<file path="config.mk">
export PLATFORM = sky130hd
export DESIGN_NAME = minimal_standard_lcg_ranged
export DESIGN_NICKNAME = d
export VERILOG_FILES = /design/src/hdl/mslcg_pkg.sv /design/src/hdl/mslcg_front.sv /design/src/hdl/mslcg_queue.sv /design/src/hdl/mslcg_back.sv /design/src/hdl/minimal_standard_lcg_ranged.sv
export VERILOG_INCLUDE_DIRS = /design/src /design/src/hdl
export SDC_FILE = /design/constraint.sdc
export NUM_CORES = 1
export LEC_CHECK = 0
export BUFFER_PORTS_ARGS = -buffer_cell sky130_fd_sc_hd__buf_2
export CORE_MARGIN = 2
export CORE_UTILIZATION = 33
export DETAILED_ROUTE_END_ITERATION = 8
export PLACE_DENSITY = 0.5
export SYNTH_ARGS = -nofsm -noshare
export SYNTH_HDL_FRONTEND = slang
export SYNTH_SLANG_ARGS = --single-unit
</file>
<file path="constraint.sdc">
create_clock -name clk -period 12.7 [get_ports clk]
set_input_delay 1.905 -clock clk [delete_from_list [all_inputs] [get_ports clk]]
set_output_delay 1.905 -clock clk [all_outputs]
set_load 0.03 [all_outputs]
</file>
<file path="src/hdl/assert_macros.svh">
// Assertion macros included by the top-level RTL file.
`ifndef ASSERT_MACROS_SVH
`define ASSERT_MACROS_SVH

`ifndef SYNTHESIS
`define ASSERT_IMPLIES(label, clk, rst_n, ante, cons) \
	label: assert property (@(posedge clk) disable iff (!rst_n) (ante) |-> (cons)) \
		else $error("assertion failed");
`define ASSERT_NEVER(label, clk, rst_n, cond) \
	label: assert property (@(posedge clk) disable iff (!rst_n) !(cond)) \
		else $error("assertion failed");
`else
`define ASSERT_IMPLIES(label, clk, rst_n, ante, cons)
`define ASSERT_NEVER(label, clk, rst_n, cond)
`endif

`endif

</file>
<file path="src/hdl/mslcg_pkg.sv">
// Shared types, constants and function of the minimal standard generator.
`default_nettype none
package mslcg_pkg;

	localparam int unsigned STATE_W  = 31;
	localparam int unsigned DATA_W   = 32;
	localparam int unsigned MULT_W   = 15;
	localparam int unsigned PROD_W   = STATE_W + MULT_W;
	localparam int unsigned SPAN_W   = DATA_W + 1;
	localparam int unsigned DIV_STEPS = STATE_W;
	localparam int unsigned CNT_W    = $clog2(DIV_STEPS);
	localparam int unsigned Q_DEPTH  = 2;
	localparam int unsigned Q_PTR_W  = $clog2(Q_DEPTH);
	localparam int unsigned Q_CNT_W  = $clog2(Q_DEPTH + 1);

	localparam logic [STATE_W-1:0] LCG_MOD    = 31'h7FFF_FFFF;
	localparam logic [MULT_W-1:0]  LCG_MULT   = 15'd16807;
	localparam logic [STATE_W-1:0] RESET_SEED = 31'd314159;
	localparam logic [STATE_W-1:0] SAFE_SEED  = 31'd1;

	typedef enum logic {
		CMD_RAW    = 1'b0,
		CMD_RANGED = 1'b1
	} cmd_t;

	typedef struct packed {
		cmd_t              cmd;
		logic              err;
		logic [DATA_W-1:0] lo;
		logic [DATA_W-1:0] span;
	} job_t;

	typedef struct packed {
		logic full;
		logic empty;
	} q_status_t;

	function automatic logic [STATE_W-1:0] legal_state(input logic [STATE_W-1:0] v);
		logic [STATE_W-1:0] r;
		r = v;
		if (v == '0 || v == LCG_MOD) begin
			r = SAFE_SEED;
		end
		return r;
	endfunction

endpackage
`default_nettype wire

</file>
<file path="src/hdl/mslcg_front.sv">
// Front end: accepts requests, forms the range span and flags empty ranges.
`default_nettype none
module mslcg_front (
	input  wire logic                           clk,
	input  wire logic                           arst_n,
	input  wire logic                           s_tvalid,
	output logic                                s_tready,
	input  wire logic [2*mslcg_pkg::DATA_W-1:0] s_tdata,
	input  wire logic                           s_tuser,
	input  wire mslcg_pkg::q_status_t           q_stat,
	output logic                                push,
	output mslcg_pkg::job_t                     push_job
);

	logic                              valid_s1;
	mslcg_pkg::job_t                   job_s1;
	logic [mslcg_pkg::DATA_W-1:0]      lo;
	logic [mslcg_pkg::DATA_W-1:0]      hi;
	logic [mslcg_pkg::SPAN_W-1:0]      span;
	logic                              take;

	assign lo   = s_tdata[mslcg_pkg::DATA_W-1:0];
	assign hi   = s_tdata[2*mslcg_pkg::DATA_W-1:mslcg_pkg::DATA_W];
	assign span = {hi[mslcg_pkg::DATA_W-1], hi} - {lo[mslcg_pkg::DATA_W-1], lo};

	assign s_tready = !valid_s1 || !q_stat.full;
	assign take     = s_tvalid && s_tready;
	assign push     = valid_s1 && !q_stat.full;
	assign push_job = job_s1;

	always_ff @(posedge clk or negedge arst_n) begin
		if (!arst_n) begin
			valid_s1 <= 1'b0;
		end else if (take) begin
			valid_s1 <= 1'b1;
		end else if (push) begin
			valid_s1 <= 1'b0;
		end
	end

	always_ff @(posedge clk) begin
		if (take) begin
			job_s1.cmd  <= mslcg_pkg::cmd_t'(s_tuser);
			job_s1.err  <= span[mslcg_pkg::SPAN_W-1] || (span == '0);
			job_s1.lo   <= lo;
			job_s1.span <= span[mslcg_pkg::DATA_W-1:0];
		end
	end

endmodule
`default_nettype wire

</file>
<file path="src/hdl/mslcg_queue.sv">
// Short job queue between the front end and the generator back end.
`default_nettype none
module mslcg_queue (
	input  wire logic                  clk,
	input  wire logic                  arst_n,
	input  wire logic                  push,
	input  wire mslcg_pkg::job_t       push_job,
	input  wire logic                  pop,
	output mslcg_pkg::job_t            head_job,
	output mslcg_pkg::q_status_t       q_stat
);

	mslcg_pkg::job_t                 entries_q [mslcg_pkg::Q_DEPTH];
	logic [mslcg_pkg::Q_PTR_W-1:0]   wr_ptr_q;
	logic [mslcg_pkg::Q_PTR_W-1:0]   rd_ptr_q;
	logic [mslcg_pkg::Q_CNT_W-1:0]   count_q;

	assign q_stat.full  = (count_q == mslcg_pkg::Q_CNT_W'(mslcg_pkg::Q_DEPTH));
	assign q_stat.empty = (count_q == '0);
	assign head_job     = entries_q[rd_ptr_q];

	function automatic logic [mslcg_pkg::Q_PTR_W-1:0] next_ptr(
		input logic [mslcg_pkg::Q_PTR_W-1:0] p);
		logic [mslcg_pkg::Q_PTR_W-1:0] n;
		n = p + 1'b1;
		if (p == mslcg_pkg::Q_PTR_W'(mslcg_pkg::Q_DEPTH - 1)) begin
			n = '0;
		end
		return n;
	endfunction

	always_ff @(posedge clk or negedge arst_n) begin
		if (!arst_n) begin
			wr_ptr_q <= '0;
			rd_ptr_q <= '0;
			count_q  <= '0;
		end else begin
			if (push) begin
				wr_ptr_q <= next_ptr(wr_ptr_q);
			end
			if (pop) begin
				rd_ptr_q <= next_ptr(rd_ptr_q);
			end
			if (push && !pop) begin
				count_q <= count_q + 1'b1;
			end else if (pop && !push) begin
				count_q <= count_q - 1'b1;
			end
		end
	end

	always_ff @(posedge clk) begin
		if (push) begin
			entries_q[wr_ptr_q] <= push_job;
		end
	end

endmodule
`default_nettype wire

</file>
<file path="src/hdl/mslcg_back.sv">
// Back end: advances the generator, reduces into range and holds the result.
`default_nettype none
module mslcg_back (
	input  wire logic                            clk,
	input  wire logic                            arst_n,
	input  wire logic                            seed_wr_en,
	input  wire logic [mslcg_pkg::STATE_W-1:0]   seed_wr_data,
	input  wire mslcg_pkg::q_status_t            q_stat,
	input  wire mslcg_pkg::job_t                 head_job,
	output logic                                 pop,
	output logic                                 m_tvalid,
	input  wire logic                            m_tready,
	output logic [mslcg_pkg::DATA_W-1:0]         m_tdata,
	output logic                                 m_tuser,
	output logic [mslcg_pkg::STATE_W-1:0]        gen_state
);

	typedef enum logic [5:0] {
		ST_IDLE = 6'b000001,
		ST_MUL  = 6'b000010,
		ST_MOD  = 6'b000100,
		ST_DIV  = 6'b001000,
		ST_ADD  = 6'b010000,
		ST_OUT  = 6'b100000
	} st_t;

	st_t                                st_q;
	mslcg_pkg::job_t                    job_q;
	logic [mslcg_pkg::STATE_W-1:0]      state_q;
	logic [mslcg_pkg::PROD_W-1:0]       prod_q;
	logic [mslcg_pkg::DATA_W-1:0]       rem_q;
	logic [mslcg_pkg::STATE_W-1:0]      dvd_q;
	logic [mslcg_pkg::CNT_W-1:0]        cnt_q;
	logic [mslcg_pkg::DATA_W-1:0]       val_q;
	logic                               err_q;
	logic [mslcg_pkg::DATA_W-1:0]       fold;
	logic [mslcg_pkg::STATE_W-1:0]      reduced;
	logic [mslcg_pkg::SPAN_W-1:0]       trial;
	logic [mslcg_pkg::SPAN_W-1:0]       diff;

	assign pop       = (st_q == ST_IDLE) && !q_stat.empty;
	assign m_tvalid  = (st_q == ST_OUT);
	assign m_tdata   = val_q;
	assign m_tuser   = err_q;
	assign gen_state = state_q;

	assign fold = {1'b0, prod_q[mslcg_pkg::STATE_W-1:0]}
		+ mslcg_pkg::DATA_W'(prod_q[mslcg_pkg::PROD_W-1:mslcg_pkg::STATE_W]);
	assign reduced = (fold >= {1'b0, mslcg_pkg::LCG_MOD})
		? mslcg_pkg::STATE_W'(fold - {1'b0, mslcg_pkg::LCG_MOD})
		: fold[mslcg_pkg::STATE_W-1:0];

	assign trial = {rem_q, dvd_q[mslcg_pkg::STATE_W-1]};
	assign diff  = trial - {1'b0, job_q.span};

	always_ff @(posedge clk or negedge arst_n) begin
		if (!arst_n) begin
			st_q    <= ST_IDLE;
			state_q <= mslcg_pkg::RESET_SEED;
			cnt_q   <= '0;
		end else begin
			if (seed_wr_en) begin
				state_q <= mslcg_pkg::legal_state(seed_wr_data);
			end else if (st_q == ST_MOD) begin
				state_q <= reduced;
			end
			case (st_q)
				ST_IDLE: begin
					if (pop) begin
						st_q <= ST_MUL;
					end
				end
				ST_MUL: begin
					st_q <= ST_MOD;
				end
				ST_MOD: begin
					cnt_q <= '0;
					if (job_q.cmd == mslcg_pkg::CMD_RAW || job_q.err) begin
						st_q <= ST_OUT;
					end else begin
						st_q <= ST_DIV;
					end
				end
				ST_DIV: begin
					cnt_q <= cnt_q + 1'b1;
					if (cnt_q == mslcg_pkg::CNT_W'(mslcg_pkg::DIV_STEPS - 1)) begin
						st_q <= ST_ADD;
					end
				end
				ST_ADD: begin
					st_q <= ST_OUT;
				end
				ST_OUT: begin
					if (m_tready) begin
						st_q <= ST_IDLE;
					end
				end
				default: begin
					st_q <= ST_IDLE;
				end
			endcase
		end
	end

	always_ff @(posedge clk) begin
		case (st_q)
			ST_IDLE: begin
				if (pop) begin
					job_q <= head_job;
				end
			end
			ST_MUL: begin
				prod_q <= state_q * mslcg_pkg::LCG_MULT;
			end
			ST_MOD: begin
				rem_q <= '0;
				dvd_q <= reduced;
				if (job_q.cmd == mslcg_pkg::CMD_RAW) begin
					val_q <= {1'b0, reduced};
					err_q <= 1'b0;
				end else begin
					val_q <= '0;
					err_q <= job_q.err;
				end
			end
			ST_DIV: begin
				dvd_q <= dvd_q << 1;
				if (!diff[mslcg_pkg::SPAN_W-1]) begin
					rem_q <= diff[mslcg_pkg::DATA_W-1:0];
				end else begin
					rem_q <= trial[mslcg_pkg::DATA_W-1:0];
				end
			end
			ST_ADD: begin
				val_q <= job_q.lo + rem_q;
			end
			default: begin
			end
		endcase
	end

endmodule
`default_nettype wire

</file>
<file path="src/hdl/minimal_standard_lcg_ranged.sv">
// A request is registered in the front end and queued; the back end then multiplies, reduces modulo
// 2^31-1 and, for a valid ranged draw, adds lo to the state modulo the span, which is formed by the
// 31-step restoring divider. The back end takes a new job only after its result has transferred.
// A two-entry queue lets requests transfer while a result waits on the output.
// Reset: generator state loads 314159, queue and output are emptied.
`default_nettype none
`include "assert_macros.svh"
module minimal_standard_lcg_ranged (
	input  wire logic                           clk,
	input  wire logic                           arst_n,
	input  wire logic                           seed_wr_en,
	input  wire logic [mslcg_pkg::STATE_W-1:0]  seed_wr_data,
	input  wire logic                           s_axis_tvalid,
	output logic                                s_axis_tready,
	// range_low [31:0], range_high [63:32]
	input  wire logic [2*mslcg_pkg::DATA_W-1:0] s_axis_tdata,
	// command [0]
	input  wire logic                           s_axis_tuser,
	output logic                                m_axis_tvalid,
	input  wire logic                           m_axis_tready,
	// value [31:0]
	output logic [mslcg_pkg::DATA_W-1:0]        m_axis_tdata,
	// range_error [0]
	output logic                                m_axis_tuser
);

	mslcg_pkg::q_status_t               q_stat;
	mslcg_pkg::job_t                    push_job;
	mslcg_pkg::job_t                    head_job;
	logic                               push;
	logic                               pop;
	logic [mslcg_pkg::STATE_W-1:0]      gen_state;

	mslcg_front u_front (
		.clk      (clk),
		.arst_n   (arst_n),
		.s_tvalid (s_axis_tvalid),
		.s_tready (s_axis_tready),
		.s_tdata  (s_axis_tdata),
		.s_tuser  (s_axis_tuser),
		.q_stat   (q_stat),
		.push     (push),
		.push_job (push_job)
	);

	mslcg_queue u_queue (
		.clk      (clk),
		.arst_n   (arst_n),
		.push     (push),
		.push_job (push_job),
		.pop      (pop),
		.head_job (head_job),
		.q_stat   (q_stat)
	);

	mslcg_back u_back (
		.clk          (clk),
		.arst_n       (arst_n),
		.seed_wr_en   (seed_wr_en),
		.seed_wr_data (seed_wr_data),
		.q_stat       (q_stat),
		.head_job     (head_job),
		.pop          (pop),
		.m_tvalid     (m_axis_tvalid),
		.m_tready     (m_axis_tready),
		.m_tdata      (m_axis_tdata),
		.m_tuser      (m_axis_tuser),
		.gen_state    (gen_state)
	);

	`ASSERT_IMPLIES(a_err_value_zero, clk, arst_n, m_axis_tvalid && m_axis_tuser, m_axis_tdata == '0)
	`ASSERT_NEVER(a_queue_full_empty, clk, arst_n, q_stat.full && q_stat.empty)
	`ASSERT_NEVER(a_state_legal, clk, arst_n, gen_state == '0 || gen_state == mslcg_pkg::LCG_MOD)
	`ASSERT_NEVER(a_pop_empty, clk, arst_n, pop && q_stat.empty)

endmodule
`default_nettype wire
</file>
Word level (Yosys, flattened, before mapping)
Memory sizes are Yosys's and may differ from the RTL's. A register that Yosys moved wholly into a read port is not among the register bits.
Cells that the tools add are included.
{"block": "op_classes", "add_sub_neg": 10, "multipliers": 1, "n_lt_le_gt_ge": 1, "eq_ne": 12, "n_mux": 23, "bitwise": 1, "n_reduce_logical": 24}
{"operator": "$mux 31", "n": 5}
{"operator": "$pmux 32 s2", "n": 2}
{"operator": "$pmux 31 s2", "n": 1}
{"operator": "$mul 31x15->46 const B", "n": 1}
{"operator": "$pmux 6 s6", "n": 1}
{"operator": "$logic_not 33->1", "n": 1}
{"operator": "$sub 32x32->33", "n": 1}
{"operator": "$sub 33x32->33", "n": 1}
{"operator": "$add 31x15->32", "n": 1}
{"operator": "$add 32x32->32", "n": 1}
{"operator": "$ge 32x31->1 const B", "n": 1}
{"operator": "$mux 32", "n": 1}
{"operator": "$eq 31x31->1 const B", "n": 1}
{"operator": "$logic_not 31->1", "n": 1}
{"operator": "$sub 31x31->31 const B", "n": 1}
{"operator": "$mux 6", "n": 4}
{"operator": "$pmux 5 s2", "n": 1}
{"operator": "$reduce_bool 2->1", "n": 5}
{"operator": "$eq 6x1->1 const B", "n": 1}
{"operator": "$eq 6x2->1 const B", "n": 1}
{"operator": "$eq 6x3->1 const B", "n": 1}
{"operator": "$eq 6x4->1 const B", "n": 1}
{"operator": "$eq 6x5->1 const B", "n": 1}
{"operator": "$eq 6x6->1 const B", "n": 1}
{"operator": "17 further kinds", "n": 36}
{"block": "totals", "reg_bits": 255, "ramBits": 132, "in_bits": 101, "out_inout_bits": 35, "wordCells": 89, "memories": 1}
{"memory": "u_queue.entries_q", "words": 2, "word_bits": 66, "read_ports": 1, "rd_ports_with_merged_regs": 1, "wr": 1, "line": "mslcg_queue.sv:13", "source": "mslcg_pkg::job_t entries_q [mslcg_pkg::Q_DEPTH];"}

Longest topological paths before layout
Gate-level depths: netlist (run 1).
{"block": "logic_depth", "depth_word": 7, "mapped_depth": 24, "mapped_depth_nobuf": 24}

Modules after synthesis
Synthesis (run 1) repeated with hierarchy kept, for this count alone.
{"block": "unflattened", "cells_unflattened": 2823, "area_unflattened_um2": 31203.7}
{"mod": "mslcg_back", "n_inst": 1, "cells_each": 2240, "area_per_inst_um2": 22165.0, "seq_area_each_um2": 7312.0}
{"mod": "mslcg_queue", "n_inst": 1, "cells_each": 221, "area_per_inst_um2": 5062.4, "seq_area_each_um2": 4063.9}
{"mod": "mslcg_front", "n_inst": 1, "cells_each": 362, "area_per_inst_um2": 3976.3, "seq_area_each_um2": 2006.9}

Worst setup path after synthesis (run 1)
OpenSTA, ideal clock, no wires.
{"block": "synth_timing", "kind": "reg2reg", "startpoint": "register u_back.st_q[2]", "endpoint": "register u_queue.count_q[1] (netlist name)", "setup_ns": 0.079, "arrival_ns": 6.458, "required_time_ns": 12.621, "slack_ns": 6.163, "stages_incl_launch_ff": 10, "path_buffers": 1, "period_less_slack_ns": 6.537, "path_cell_list": "dfrtp_1 -> clkbuf_1 -> nor2_1 -> nand2_1 -> nor3_1 -> inv_1 -> ha_1 -> xor2_1 -> nor2_1 -> xor2_1"}
{"block": "synth_via", "elab_chain_len": 5, "elab_cells_between_ends": 7, "cone_classes": "eq/ne: 1; mux: 1; reduce/logical: 5"}
{"item": "from (decl)", "line": "mslcg_back.sv:27", "source": "st_t st_q;"}
{"item": "from (signal assigned)", "line": "mslcg_back.sv:58", "source": "st_q <= ST_IDLE;"}
{"item": "from (signal assigned)", "line": "mslcg_back.sv:70", "source": "st_q <= ST_MUL;"}
{"item": "from (signal assigned)", "line": "mslcg_back.sv:74", "source": "st_q <= ST_MOD;"}
{"item": "$eq 6x1->1 (*)", "line": "mslcg_back.sv:41", "source": "assign pop = (st_q == ST_IDLE) && !q_stat.empty;"}
{"item": "$logic_and 1x1->1 (*)", "line": "mslcg_back.sv:41"}
{"item": "named net pop", "line": "minimal_standard_lcg_ranged.sv:31", "source": "logic pop;"}
{"item": "$logic_not 1->1", "line": "mslcg_queue.sv:44", "source": "if (push && !pop) begin"}
{"item": "$logic_and 1x1->1", "line": "mslcg_queue.sv:44"}
{"item": "$mux 2 or $reduce_bool 2->1 (tied branches)"}
{"item": "to (signal assigned)", "line": "mslcg_queue.sv:45", "source": "count_q <= count_q + 1'b1;"}
{"item": "to (signal assigned)", "line": "mslcg_queue.sv:47", "source": "count_q <= count_q - 1'b1;"}
{"item": "to (decl)", "line": "mslcg_queue.sv:16", "source": "logic [mslcg_pkg::Q_CNT_W-1:0] count_q;"}
The timed path passes the listed nets; every way through them passes the cells marked *.
A chain may end at the register's enable or synchronous reset.

Final worst setup path (run 1)
{"block": "layout_timing", "startpoint": "register u_back.state_q (netlist bit u_back.gen_state[8])", "endpoint": "register u_back.prod_q[44] (netlist name), data pin"}
{"block": "layout_via", "elab_chain_len": 1}
{"item": "from (decl)", "line": "mslcg_back.sv:29", "source": "logic [mslcg_pkg::STATE_W-1:0] state_q;"}
{"item": "from (signal assigned)", "line": "mslcg_back.sv:59", "source": "state_q <= mslcg_pkg::RESET_SEED;"}
{"item": "from (signal assigned)", "line": "mslcg_back.sv:63", "source": "state_q <= mslcg_pkg::legal_state(seed_wr_data);"}
{"item": "from (signal assigned)", "line": "mslcg_back.sv:65", "source": "state_q <= reduced;"}
{"item": "$mul 31x15->46", "line": "mslcg_back.sv:113", "source": "prod_q <= state_q * mslcg_pkg::LCG_MULT;"}
{"item": "to (signal assigned)", "line": "mslcg_back.sv:113"}
{"item": "to (decl)", "line": "mslcg_back.sv:30", "source": "logic [mslcg_pkg::PROD_W-1:0] prod_q;"}
Every way passes these cells.

==> results of run 1 <==
[logic make-up (layout without fill, tap and decap cells)]
group	Yosys count	count (layout)	synth area share
AOI/OAI and AO/OA	617	617	0.130
xor gates and xnor gates	153	153	0.0429
adders and majority gates	438	438	0.209
buffers and inverters	469	655	0.0568
DFF	453	453	0.429
muxes	98	98	0.0342
other	0	1	0
and+or+nand+nor	615	615	0.0991
[per-stage QoR]
step	cells	setup WS (ns)
after global placement	4183	5.94
after CTS	4283	5.91
after detailed placement	4183	5.95
final	4284	5.91
after global routing	4283	5.56
after floorplan	2843	6.16
[synth_stat cells (all sizes together), types with 23 or more instances]
master,number
nand2b,31
nand3,60
a21o,53
inv,399
clkbuf,55
nor2b,23
mux2i,30
fa,137
nor2,139
a211oi,32
a21oi,184
dfrtp,35
mux2,68
xnor2,100
nand4,34
o31ai,34
o21ai,117
ha,301
nor3,52
o21a,30
xor2,53
edfxtp,406
nand2,154
[area by class of cell]
class                   instances  area, sq um  area share
diodes                          1         2.50   0.0000713
clock buffers                  58         1350      0.0383
clock inverters                42          373      0.0106
inverters                     400         1500      0.0428
multi-input cells            1921        16100       0.459
flip-flops and latches        453        13400       0.381
well taps                    1254         1570      0.0447
repair buffers                155          826      0.0235
[flip-flops by register name, indices dropped and copies added, names as in the netlist]
signal,count
u_back.cnt_q,5
u_back.dvd_q,31
u_back.gen_state,31
u_back.job_q,66
u_back.m_tdata,32
u_back.m_tuser,1
u_back.prod_q,46
u_back.rem_q,32
u_back.st_q,6
u_front.push_job,66
u_front.valid_s1,1
u_queue.count_q,2
u_queue.entries_q,132
u_queue.rd_ptr_q,1
u_queue.wr_ptr_q,1
[final timing paths]
path,startpoint,to,slack [ns]
worst min-delay path,u_front.push_job[17],u_queue.entries_q[0][17],0.44
min in group asynchronous,arst_n,u_back.gen_state[26],1.44
worst max register to register,u_back.gen_state[8],u_back.prod_q[44],5.91
worst max-delay path,u_back.gen_state[8],u_back.prod_q[44],5.91
worst min register to register,u_front.push_job[17],u_queue.entries_q[0][17],0.44
max in group asynchronous,arst_n,u_back.gen_state[4],10.71
[routing by layer]
layer  track usage  up-vias  wire length, um
met3        0.0228       87             3610
met1         0.239    10093            38900
met4        0.0379        2             1670
li1              -    10477                -
met5             0        -               13
met2         0.271      396            36900
==> key figures, run 1 <==
Outcome
  – Status: finished, final reports clean

Logic synthesis
  – Register area share after synthesis: 0.429
  – Area leader, netlist: edfxtp_1
  – Yosys reg bits: 453
  – Post-Syn Instances: around 2800
  – EDFF count, synth: 406
  – Synth Flop Type: edfxtp_1
  – Post-synth net total: about 3400
  – Synth warn: 0
  – Largest cells by area after synthesis: edfxtp_1 (39%), ha_1 (12%), fa_1 (8.8%)
  – Netlist area before placement: approximately 31000 sq um
  – Post-synth top area share: 0.391
  – Synth cell types: ~90
  – Ys async rst share: 0.104
  – Synthesized area per cell: approximately 11 sq um

Worst setup path
  – Worst path top cell family by delay: adder cells
  – Cell Chain, Critical Path: inv_1 > fa_1 > inv_1 > ha_1 > inv_1 > fa_1 > inv_1 > ha_1 > fa_1 > inv_1 > fa_1 > inv_1 > ha_1 > a21oi_1 > a211oi_1 > or3_1 > nand4bb_1 > nand3_1 > a211oi_1 > o311ai_0 > a21oi_1 > o31ai_1 > a21oi_1 > xnor2_1
  – CP endpoint kind: flop
  – Critical path class: flop to flop
  – WP data arrival: 7.17 ns
  – CP startpoint kind: flop
  – Critical path depth: 24
  – R2R depth: 24
  – WP buf/inv: 6
  – Slowest cell on the critical path: o311ai_0
  – Most common cell on crit path: inv_1
  – Critical Path Fanout Max: 6
  – Crit-path max cell delay: roughly 0.63 ns
  – CP required: around 13 ns

Drt
  – DRC violations left: 0
  – Average routed wire per standard cell: about 19 um
  – Detailed Routing Iterations Pass 1: 7
  – DRT Wirelength: a little over 80000 um
  – DRT iter0 DRCs: roughly 1200
  – Vias: between 20000 and 25000
  – Vias/cell: 4.91
  – Post-route antenna net violation count: 0

Die
  – Total Die Area: 97100 sq um
  – Chip height: 312 um
  – I/O pins: 136
  – Initial core utilization: 0.334
  – Die W: 312 um
  – Core area: around 93000 sq um
  – Site Rows: 112

Place
  – Final GP Congestion: between 0.8 and 0.9
  – Cell Area, Placed: between 30000 and 40000 sq um
  – # port buffers: ~140
  – DP HPWL: 63200 um

Final layout
  – Finished Core Util: 0.376
  – Most frequent cells in the layout: edfxtp_1 (406), inv_1 (397), ha_1 (301)
  – Most common cell after layout, fill and taps aside: edfxtp_1
  – Share of cells above drive strength 1: 0.121
  – Area grow syn2layout: 12.5%
  – Final instance area: 35100 sq um
  – Filler cells: between 9000 and 10000
  – Final #Nets: 3523

Timing
  – Period minus WS final: between 6 and 7 ns
  – Setup Skew: 0.0272 ns
  – RSZ-0062 raised after global routing: no
  – Slew headroom: 0.317
  – Hold_ws: 0.443 ns
  – Setup-failing EPs final: 0
  – Max Fclk: 147 MHz
  – Tcrit/Tclk final: 0.535
  – Final Hold Viols: 0
  – Worst slew pin tran: 0.997 ns
  – Total negative slack: 0 ns
  – Slew Limit Fails: 0

GRT
  – Congestion Overflow GR: 0
  – Vias in the first global route: roughly 21000
  – First-pass GRT wire length: about 130000 um
  – Largest net degree at the start of global routing: about 70
  – GRT Util Overall: 0.168
  – Initial antenna violation count: 4

Hold path
  – Min-delay worst type: flop to flop
  – Hold Path Depth: 0

CTS
  – Num CTS Buffers: 53
  – Clock Sinks: about 450
  – Clk slew on worst S/H paths: about 0.060 ns
  – H-tree depth: 2
  – Clk_lat worst skew: between 0.6 and 0.7 ns
  – Root buf cell: clkbuf_16
  – Post-cts resize count: 0
  – Setup bufs post-CTS: 0
  – CTS tree: yes
  – Clock Tree Buf Depth: 3
  – CTS Hold Buffers Added: 0

Job
  – Max-cap violations: 0
Power of run 1 is not shown: default switching activity piles up to over one toggle a cycle in this logic, so the estimate is an artifact.
==> inputs of run 2 (changes only) <==
==> constraint.sdc (replaced) <==
create_clock -name clk -period 6.3 [get_ports clk]
set_input_delay 0.945 -clock clk [delete_from_list [all_inputs] [get_ports clk]]
set_output_delay 0.945 -clock clk [all_outputs]
set_load 0.03 [all_outputs]
==> run 2 against run 1 <==
- fmax grew 11%
- first-iteration DRC count increased by 12%
- critical path depth up 1
- highest routed layer unchanged
- die area unchanged
- final area increased by 1.9%
==> key figures, run 2 (synthesis results as in run 1) <==
Timing
  – Tcrit/Tclk final: 0.974 (+0.439)
  – Slew Limit Fails: 0 (unchanged)
  – Slew headroom: 0.322 (+0.00548)
  – Worst slew pin tran: 1.01 ns (+0.0110 ns)
  – Max Fclk: 163 MHz (+11%)
  – Final Hold Viols: 0 (unchanged)
  – Period minus WS final: 6.14 ns (-0.659 ns)
  – Final worst slack: 0.164 ns (-5.74 ns)
  – Setup-failing EPs final: 0 (unchanged)
  – Total negative slack: 0 ns (unchanged)
  – Setup Skew: 0.0376 ns (+0.0104 ns)

Final layout
  – Most frequent cells in the layout: edfxtp_1 (406), inv_1 (390), ha_1 (295)
  – Share of cells above drive strength 1: 0.150 (+0.0293)
  – Number of flip-flops under the largest register name: 132 (unchanged)
  – Final #Nets: 3592 (+2.0%)
  – Final instance area: 35800 sq um (+1.9%)
  – Fin cells: 4352 (+1.6%)
  – Area grow syn2layout: 14.6%
  – Most common cell after layout, fill and taps aside: edfxtp_1
  – Most flop-heavy register: u_queue.entries_q

Drt
  – Average routed wire per standard cell: 18.7 um (-1.5%)
  – Post-route antenna net violation count: 0 (unchanged)
  – Detailed Routing Iterations Pass 1: 5 (-2)
  – Vias: 21507 (+2.1%)
  – DRT iter0 DRCs: 1341 (+12%)
  – DRT Wirelength: 81200 um (about the same)
  – DRC violations left: 0 (unchanged)
  – Vias/cell: 4.94 (+0.55%)

Die
  – I/O pins: 136 (unchanged)
  – Initial core utilization: 0.334 (unchanged)
  – Core area: 93500 sq um (unchanged)
  – Die W: 312 um (unchanged)
  – Site Rows: 112 (unchanged)
  – Total Die Area: 97100 sq um (unchanged)
  – Chip height: 312 um (unchanged)

Worst setup path
  – CP endpoint kind: flop
  – R2R depth: 25 (+4.2%)
  – CP required: 6.65 ns (-6.43 ns)
  – Critical Path Fanout Max: 5 (-1)
  – R2R Setup Slk: 0.16 ns (-5.74 ns)
  – Worst R2R End: u_back.prod_q[37]
  – CP startpoint kind: flop
  – Setup crit start: u_back.gen_state[14]
  – WP data arrival: 6.49 ns (-0.68 ns)
  – Critical path class: flop to flop
  – Reg-to-Reg Start: u_back.gen_state[14]

CTS
  – CTS Hold Buffers Added: 0 (unchanged)
  – Clk_lat worst skew: 0.64 ns (about the same)
  – Clock Tree Buf Depth: 3 (unchanged)
  – Clk slew on worst S/H paths: 0.06 ns (about the same)
  – Num CTS Buffers: 54 (+1.9%)
  – H-tree depth: 2 (unchanged)
  – Root buf cell: clkbuf_16
  – CTS tree: yes
  – Clock Sinks: 453 (unchanged)

Hold path
  – Hold Crit Start: u_front.push_job[43]
  – Worst Hold End: u_queue.entries_q[0][43]
  – Hold Path Depth: 0 (unchanged)
  – Min-delay worst type: flop to flop

GRT
  – Vias in the first global route: 21797 (+2.5%)
  – Largest net degree at the start of global routing: 67 (-2.9%)
  – Congestion Overflow GR: 0 (unchanged)
  – Initial antenna violation count: 4 (unchanged)
  – First-pass GRT wire length: 127000 um (about the same)
  – GRT Util Overall: 0.167 (-0.000742)

Place
  – Pre-CTS WS: -0.0747 ns (-6.02 ns)
  – DP HPWL: 63200 um (+0.13%)
  – Final GP Congestion: 0.879 (-0.54%)
  – # port buffers: 135 (unchanged)
  – Cell Area, Placed: 33900 sq um (+1.4%)
  – DP Cell Count: 4246 (+1.5%)

Job
  – Max-cap violations: 0 (unchanged)

Outcome
  – Status: finished, final reports clean
## run 2: cell count changes in the layout (fill, tap and decap cells not counted), sizes merged
cell	previous run	this run
buf	155	223
clkbuf	58	62
clkinv	32	26
clkinvlp	6	7
inv	401	402
## run 2: what timing repair did
action                     CTS  global route
setup buffers                3             2
pin swaps                    3            25
gates resized for setup      4            34
setup endpoints to repair    4            14
## run 2: per-layer routing
| layer | track usage | up-vias | share of wire |
|---|---|---|---|
| li1 | - | 10622 | - |
| met1 | 0.235 | 10419 | 0.48 |
| met2 | 0.276 | 374 | 0.46 |
| met3 | 0.0240 | 90 | 0.042 |
| met4 | 0.0309 | 2 | 0.017 |
| met5 | 0 | - | 0.000086 |
## run 2: worst max path at each step
stage / to / depth (start not counted)
5_1_grt: u_back.prod_q[37] / 25
3_3_place_gp: u_back.prod_q[44] / 24
2_1_floorplan: u_back.prod_q[38] / 24
3_5_place_dp: u_back.prod_q[44] / 24
4_1_cts: u_back.prod_q[38] / 24
6_report: u_back.prod_q[37] / 25
## run 2: critical path, cell delays in order, from the launching register on
cell      delay [ns]
dfstp_2         0.55
buf_4           0.12
fa_1            0.45
ha_4            0.24
fa_1            0.49
inv_1           0.06
fa_1            0.47
inv_1           0.06
fa_1            0.55
inv_1           0.06
fa_1            0.52
inv_1           0.06
ha_4            0.24
buf_4           0.15
nand2_1         0.06
o21ai_1         0.09
or3_4           0.39
a211oi_2        0.23
o31ai_2         0.13
a21oi_2         0.17
o21ba_4         0.16
a21oi_1         0.05
buf_4           0.15
a21o_1          0.19
a21oi_2         0.15
xnor2_1         0.07
## run 2: metrics by stage
stage          hold WS (ns)   util
3_3_place_gp          0.423  0.362
5_1_grt               0.449  0.383
2_1_floorplan         0.421      -
3_5_place_dp          0.429  0.362
4_1_cts               0.443  0.381
6_report              0.440  0.383
## run 2: layout make-up
type / instances / area (sq um)
Antenna cell: 1 / 2.50
Clock buffer: 62 / 1380
Clock inverter: 38 / 322
Fill cell: 9288 / 57700
Inverter: 400 / 1500
Multi-Input combinational cell: 1921 / 16300
Sequential cell: 453 / 13400
Tap cell: 1254 / 1570
Timing Repair Buffer: 223 / 1340
Power of run 2 is left out for the same reason.
==> inputs of run 3 (changes only) <==
--- a/config.mk
+++ b/config.mk
@@ -6,6 +6,7 @@
 export SDC_FILE = /design/constraint.sdc
 export NUM_CORES = 1
 export LEC_CHECK = 0
+export ABC_AREA = 1
 export BUFFER_PORTS_ARGS = -buffer_cell sky130_fd_sc_hd__buf_2
 export CORE_MARGIN = 2
 export CORE_UTILIZATION = 33
==> run 3 against run 2 <==
- wire length rose by 17%
- fmax rose by 4.9%
- non-clock buffer count fell by 47
- critical path depth fell by 4
- die area rose by 5.1%
- flip-flop and latch count did not move
- core utilization fell by 0.71 points
- largest cell class unchanged
==> key figures, run 3 <==
Final layout
  – Antenna Cells: 0 (-1)
  – Final #Nets: 4341 (+21%)
  – Share of cells above drive strength 1: 0.105 (-0.0454)
  – Fin cells: 5132 (+18%)
  – Most common cell after layout, fill and taps aside: inv_1
  – Filler cells: 10218 (+10%)
  – Number of flip-flops under the largest register name: 132 (unchanged)
  – Area grow syn2layout: 12.7%
  – Most flop-heavy register: u_queue.entries_q
  – Most frequent cells in the layout: inv_1 (706), nand2_1 (680), edfxtp_1 (406)

Worst setup path
  – CP startpoint kind: flop
  – Critical path class: flop to flop
  – Worst path top cell family by delay: adder cells
  – CP required: 6.66 ns (about the same)
  – Cell Chain, Critical Path: inv_1 > fa_1 > inv_1 > ha_1 > inv_1 > fa_1 > inv_1 > fa_1 > fa_1 > inv_1 > fa_1 > inv_1 > ha_1 > a21oi_1 > o21ai_0 > a21oi_1 > o211ai_1 > buf_4 > a21oi_1 > o21ai_0 > xor2_1
  – WP data arrival: 6.21 ns (-0.28 ns)
  – Crit-path max cell delay: 0.60 ns (+0.05 ns)
  – CP endpoint kind: flop
  – Slowest cell on the critical path: dfstp_2
  – Critical Path Fanout Max: 6 (+1)
  – Most common cell on crit path: inv_1
  – WP buf/inv: 7 (unchanged)

Timing
  – RSZ-0062 raised after global routing: no
  – Total negative slack: 0 ns (unchanged)
  – Max Fclk: 171 MHz (+4.9%)
  – Slew headroom: 0.321 (-0.000958)
  – Setup Skew: 0.0587 ns (+0.0212 ns)
  – Slew Limit Fails: 0 (unchanged)
  – Period minus WS final: 5.85 ns (-0.288 ns)
  – Final worst slack: 0.452 ns (+0.288 ns)
  – Setup-failing EPs final: 0 (unchanged)
  – Worst slew pin tran: 1.01 ns (+0.0000796 ns)
  – Tcrit/Tclk final: 0.928 (-0.0457)
  – Final Hold Viols: 0 (unchanged)
  – Hold_ws: 0.441 ns (+0.000946 ns)

CTS
  – Clock Sinks: 453 (unchanged)
  – Root buf cell: clkbuf_16
  – Num CTS Buffers: 51 (-5.6%)
  – H-tree depth: 2 (unchanged)
  – Clk_lat worst skew: 0.63 ns (about the same)
  – CTS tree: yes
  – Clock Tree Buf Depth: 3 (unchanged)
  – Post-cts resize count: 0 (-4)
  – Clk slew on worst S/H paths: 0.06 ns (about the same)

GRT
  – GRT Util Overall: 0.187 (+0.0197)
  – First-pass GRT wire length: 146000 um (+15%)
  – Initial antenna violation count: 4 (unchanged)
  – Largest net degree at the start of global routing: 82 (+22%)
  – Vias in the first global route: 24702 (+13%)
  – Congestion Overflow GR: 0 (unchanged)

Die
  – Site Rows: 115 (+2.7%)
  – Core area: 98400 sq um (+5.3%)
  – Chip height: 319 um (+2.5%)
  – Total Die Area: 102000 sq um (+5.1%)
  – Die W: 319 um (+2.5%)
  – I/O pins: 136 (unchanged)
  – Initial core utilization: 0.334 (-0.000433)

Drt
  – DRT Wirelength: 94800 um (+17%)
  – DRC violations left: 0 (unchanged)
  – Vias: 24482 (+14%)
  – Detailed Routing Iterations Pass 1: 6 (+1)
  – Post-route antenna net violation count: 0 (unchanged)
  – Average routed wire per standard cell: 18.5 um (-0.96%)
  – Vias/cell: 4.77 (-3.5%)
  – DRT iter0 DRCs: 1717 (+28%)

Place
  – Pre-CTS WS: 0.317 ns (+0.392 ns)
  – DP HPWL: 77700 um (+23%)
  – DP Cell Count: 5034 (+19%)
  – Final GP Congestion: 0.959 (+9.1%)
  – # port buffers: 135 (unchanged)

Logic synthesis
  – Area leader, netlist: edfxtp_1
  – Largest cells by area after synthesis: edfxtp_1 (37%), ha_1 (11%), fa_1 (8.4%)
  – Post-synth net total: 4157 (+23%)
  – Netlist area before placement: 32800 sq um (+5.2%)
  – XOR/XNOR Fraction of Synth Area: 0.0338 (-0.00908)
  – Post-synth top area share: 0.371 (-0.0192)
  – Compound-gate portion of the synthesized area: 0.0820 (-0.0477)
  – Post-Synth Simple-Gate Area: 0.166 (+0.0670)
  – Synthesized area per cell: 9.07 sq um (-17%)
  – Count leader, synth: inv_1
  – EDFF count, synth: 406 (unchanged)
  – Top post-synthesis cells by count: inv_1 (707), nand2_1 (683), edfxtp_1 (406)
  – Ys async rst share: 0.104 (unchanged)
  – Yosys reg bits: 453 (unchanged)
  – Synth cell types: 54 (-41%)
  – Post-synthesis mux area share: 0.0226 (-0.0115)
  – Synth Flop Type: edfxtp_1
  – Register area share after synthesis: 0.408 (-0.0210)
  – Synth warn: 0 (unchanged)
  – Main combinational cell family by area after synthesis: adder cells
  – Adder-Cell Fraction of Synth Area: 0.198 (-0.0102)
  – Post-Syn Instances: 3618 (+27%)

Outcome
  – Status: finished, final reports clean

Job
  – Max-cap violations: 0 (unchanged)

Hold path
  – Min-delay worst type: flop to flop
-- run 3: cell types whose count changed after synthesis, moves of 32 or more --
cell,change
a21o_1,-32
a21oi_1,+45
inv_1,+309
nand2_1,+529
nand3_1,+95
nor2_1,+143
o21ai_0,+39
xnor2_1,-53
-- run 3: layout make-up --
cell class	count	area, sq um	share of cell area
Multi-Input combinational cell	2396	16600	0.448
Sequential cell	453	13400	0.362
Inverter	724	2720	0.0735
Tap cell	1287	1610	0.0435
Clock buffer	62	1340	0.0362
Timing Repair Buffer	176	983	0.0266
Clock inverter	34	399	0.0108
-- run 3: path summary, 6_finish.rpt --
| check | startpoint | endpoint | slack, ns | cells after the start |
|---|---|---|---|---|
| worst max register to register | u_back.gen_state[18] | u_back.prod_q[37] | 0.45 | 21 |
| min in group asynchronous | arst_n | u_back.gen_state[23] | 0.51 | 2 |
| max in group asynchronous | arst_n | u_queue.rd_ptr_q | 5.20 | 2 |
| worst min-delay path | u_front.push_job[15] | u_queue.entries_q[1][15] | 0.44 | 0 |
| worst max-delay path | u_back.gen_state[18] | u_back.prod_q[37] | 0.45 | 21 |
| worst min register to register | u_front.push_job[15] | u_queue.entries_q[1][15] | 0.44 | 0 |
-- run 3: logic make-up (layout without fill, tap and decap cells) --
logic type | count (synthesis) | in the layout
AOI/OAI and AO/OA | 490 | 490
xor gates and xnor gates | 126 | 126
muxes | 66 | 66
and+or+nand+nor | 1276 | 1276
adders and majority gates | 438 | 438
DFF | 453 | 453
buffers and inverters | 769 | 996
-- run 3: repair_timing --
item	4_1_cts	5_1_grt
buffers inserted	0	2
setup endpoints to repair	0	1
hold buffers	0	0
-- run 3: metal layers --
| metal | wire length [um] | global-route usage | part of all wire | up-vias |
|---|---|---|---|---|
| met2 | 44200 | 0.313 | 0.47 | 590 |
| met3 | 4270 | 0.0241 | 0.045 | 141 |
| li1 | - | - | - | 12272 |
| met1 | 43100 | 0.250 | 0.45 | 11473 |
| met4 | 3150 | 0.0588 | 0.033 | 6 |
| met5 | 41 | 0 | 0.00043 | - |
-- run 3: stage by stage --
stage,util,area [sq um]
after floorplan,-,32800
after global placement,0.358,35200
after detailed placement,0.358,35200
after CTS,0.376,37000
after global routing,0.376,37000
final,0.376,37000
Power of run 3 is left out for the same reason.
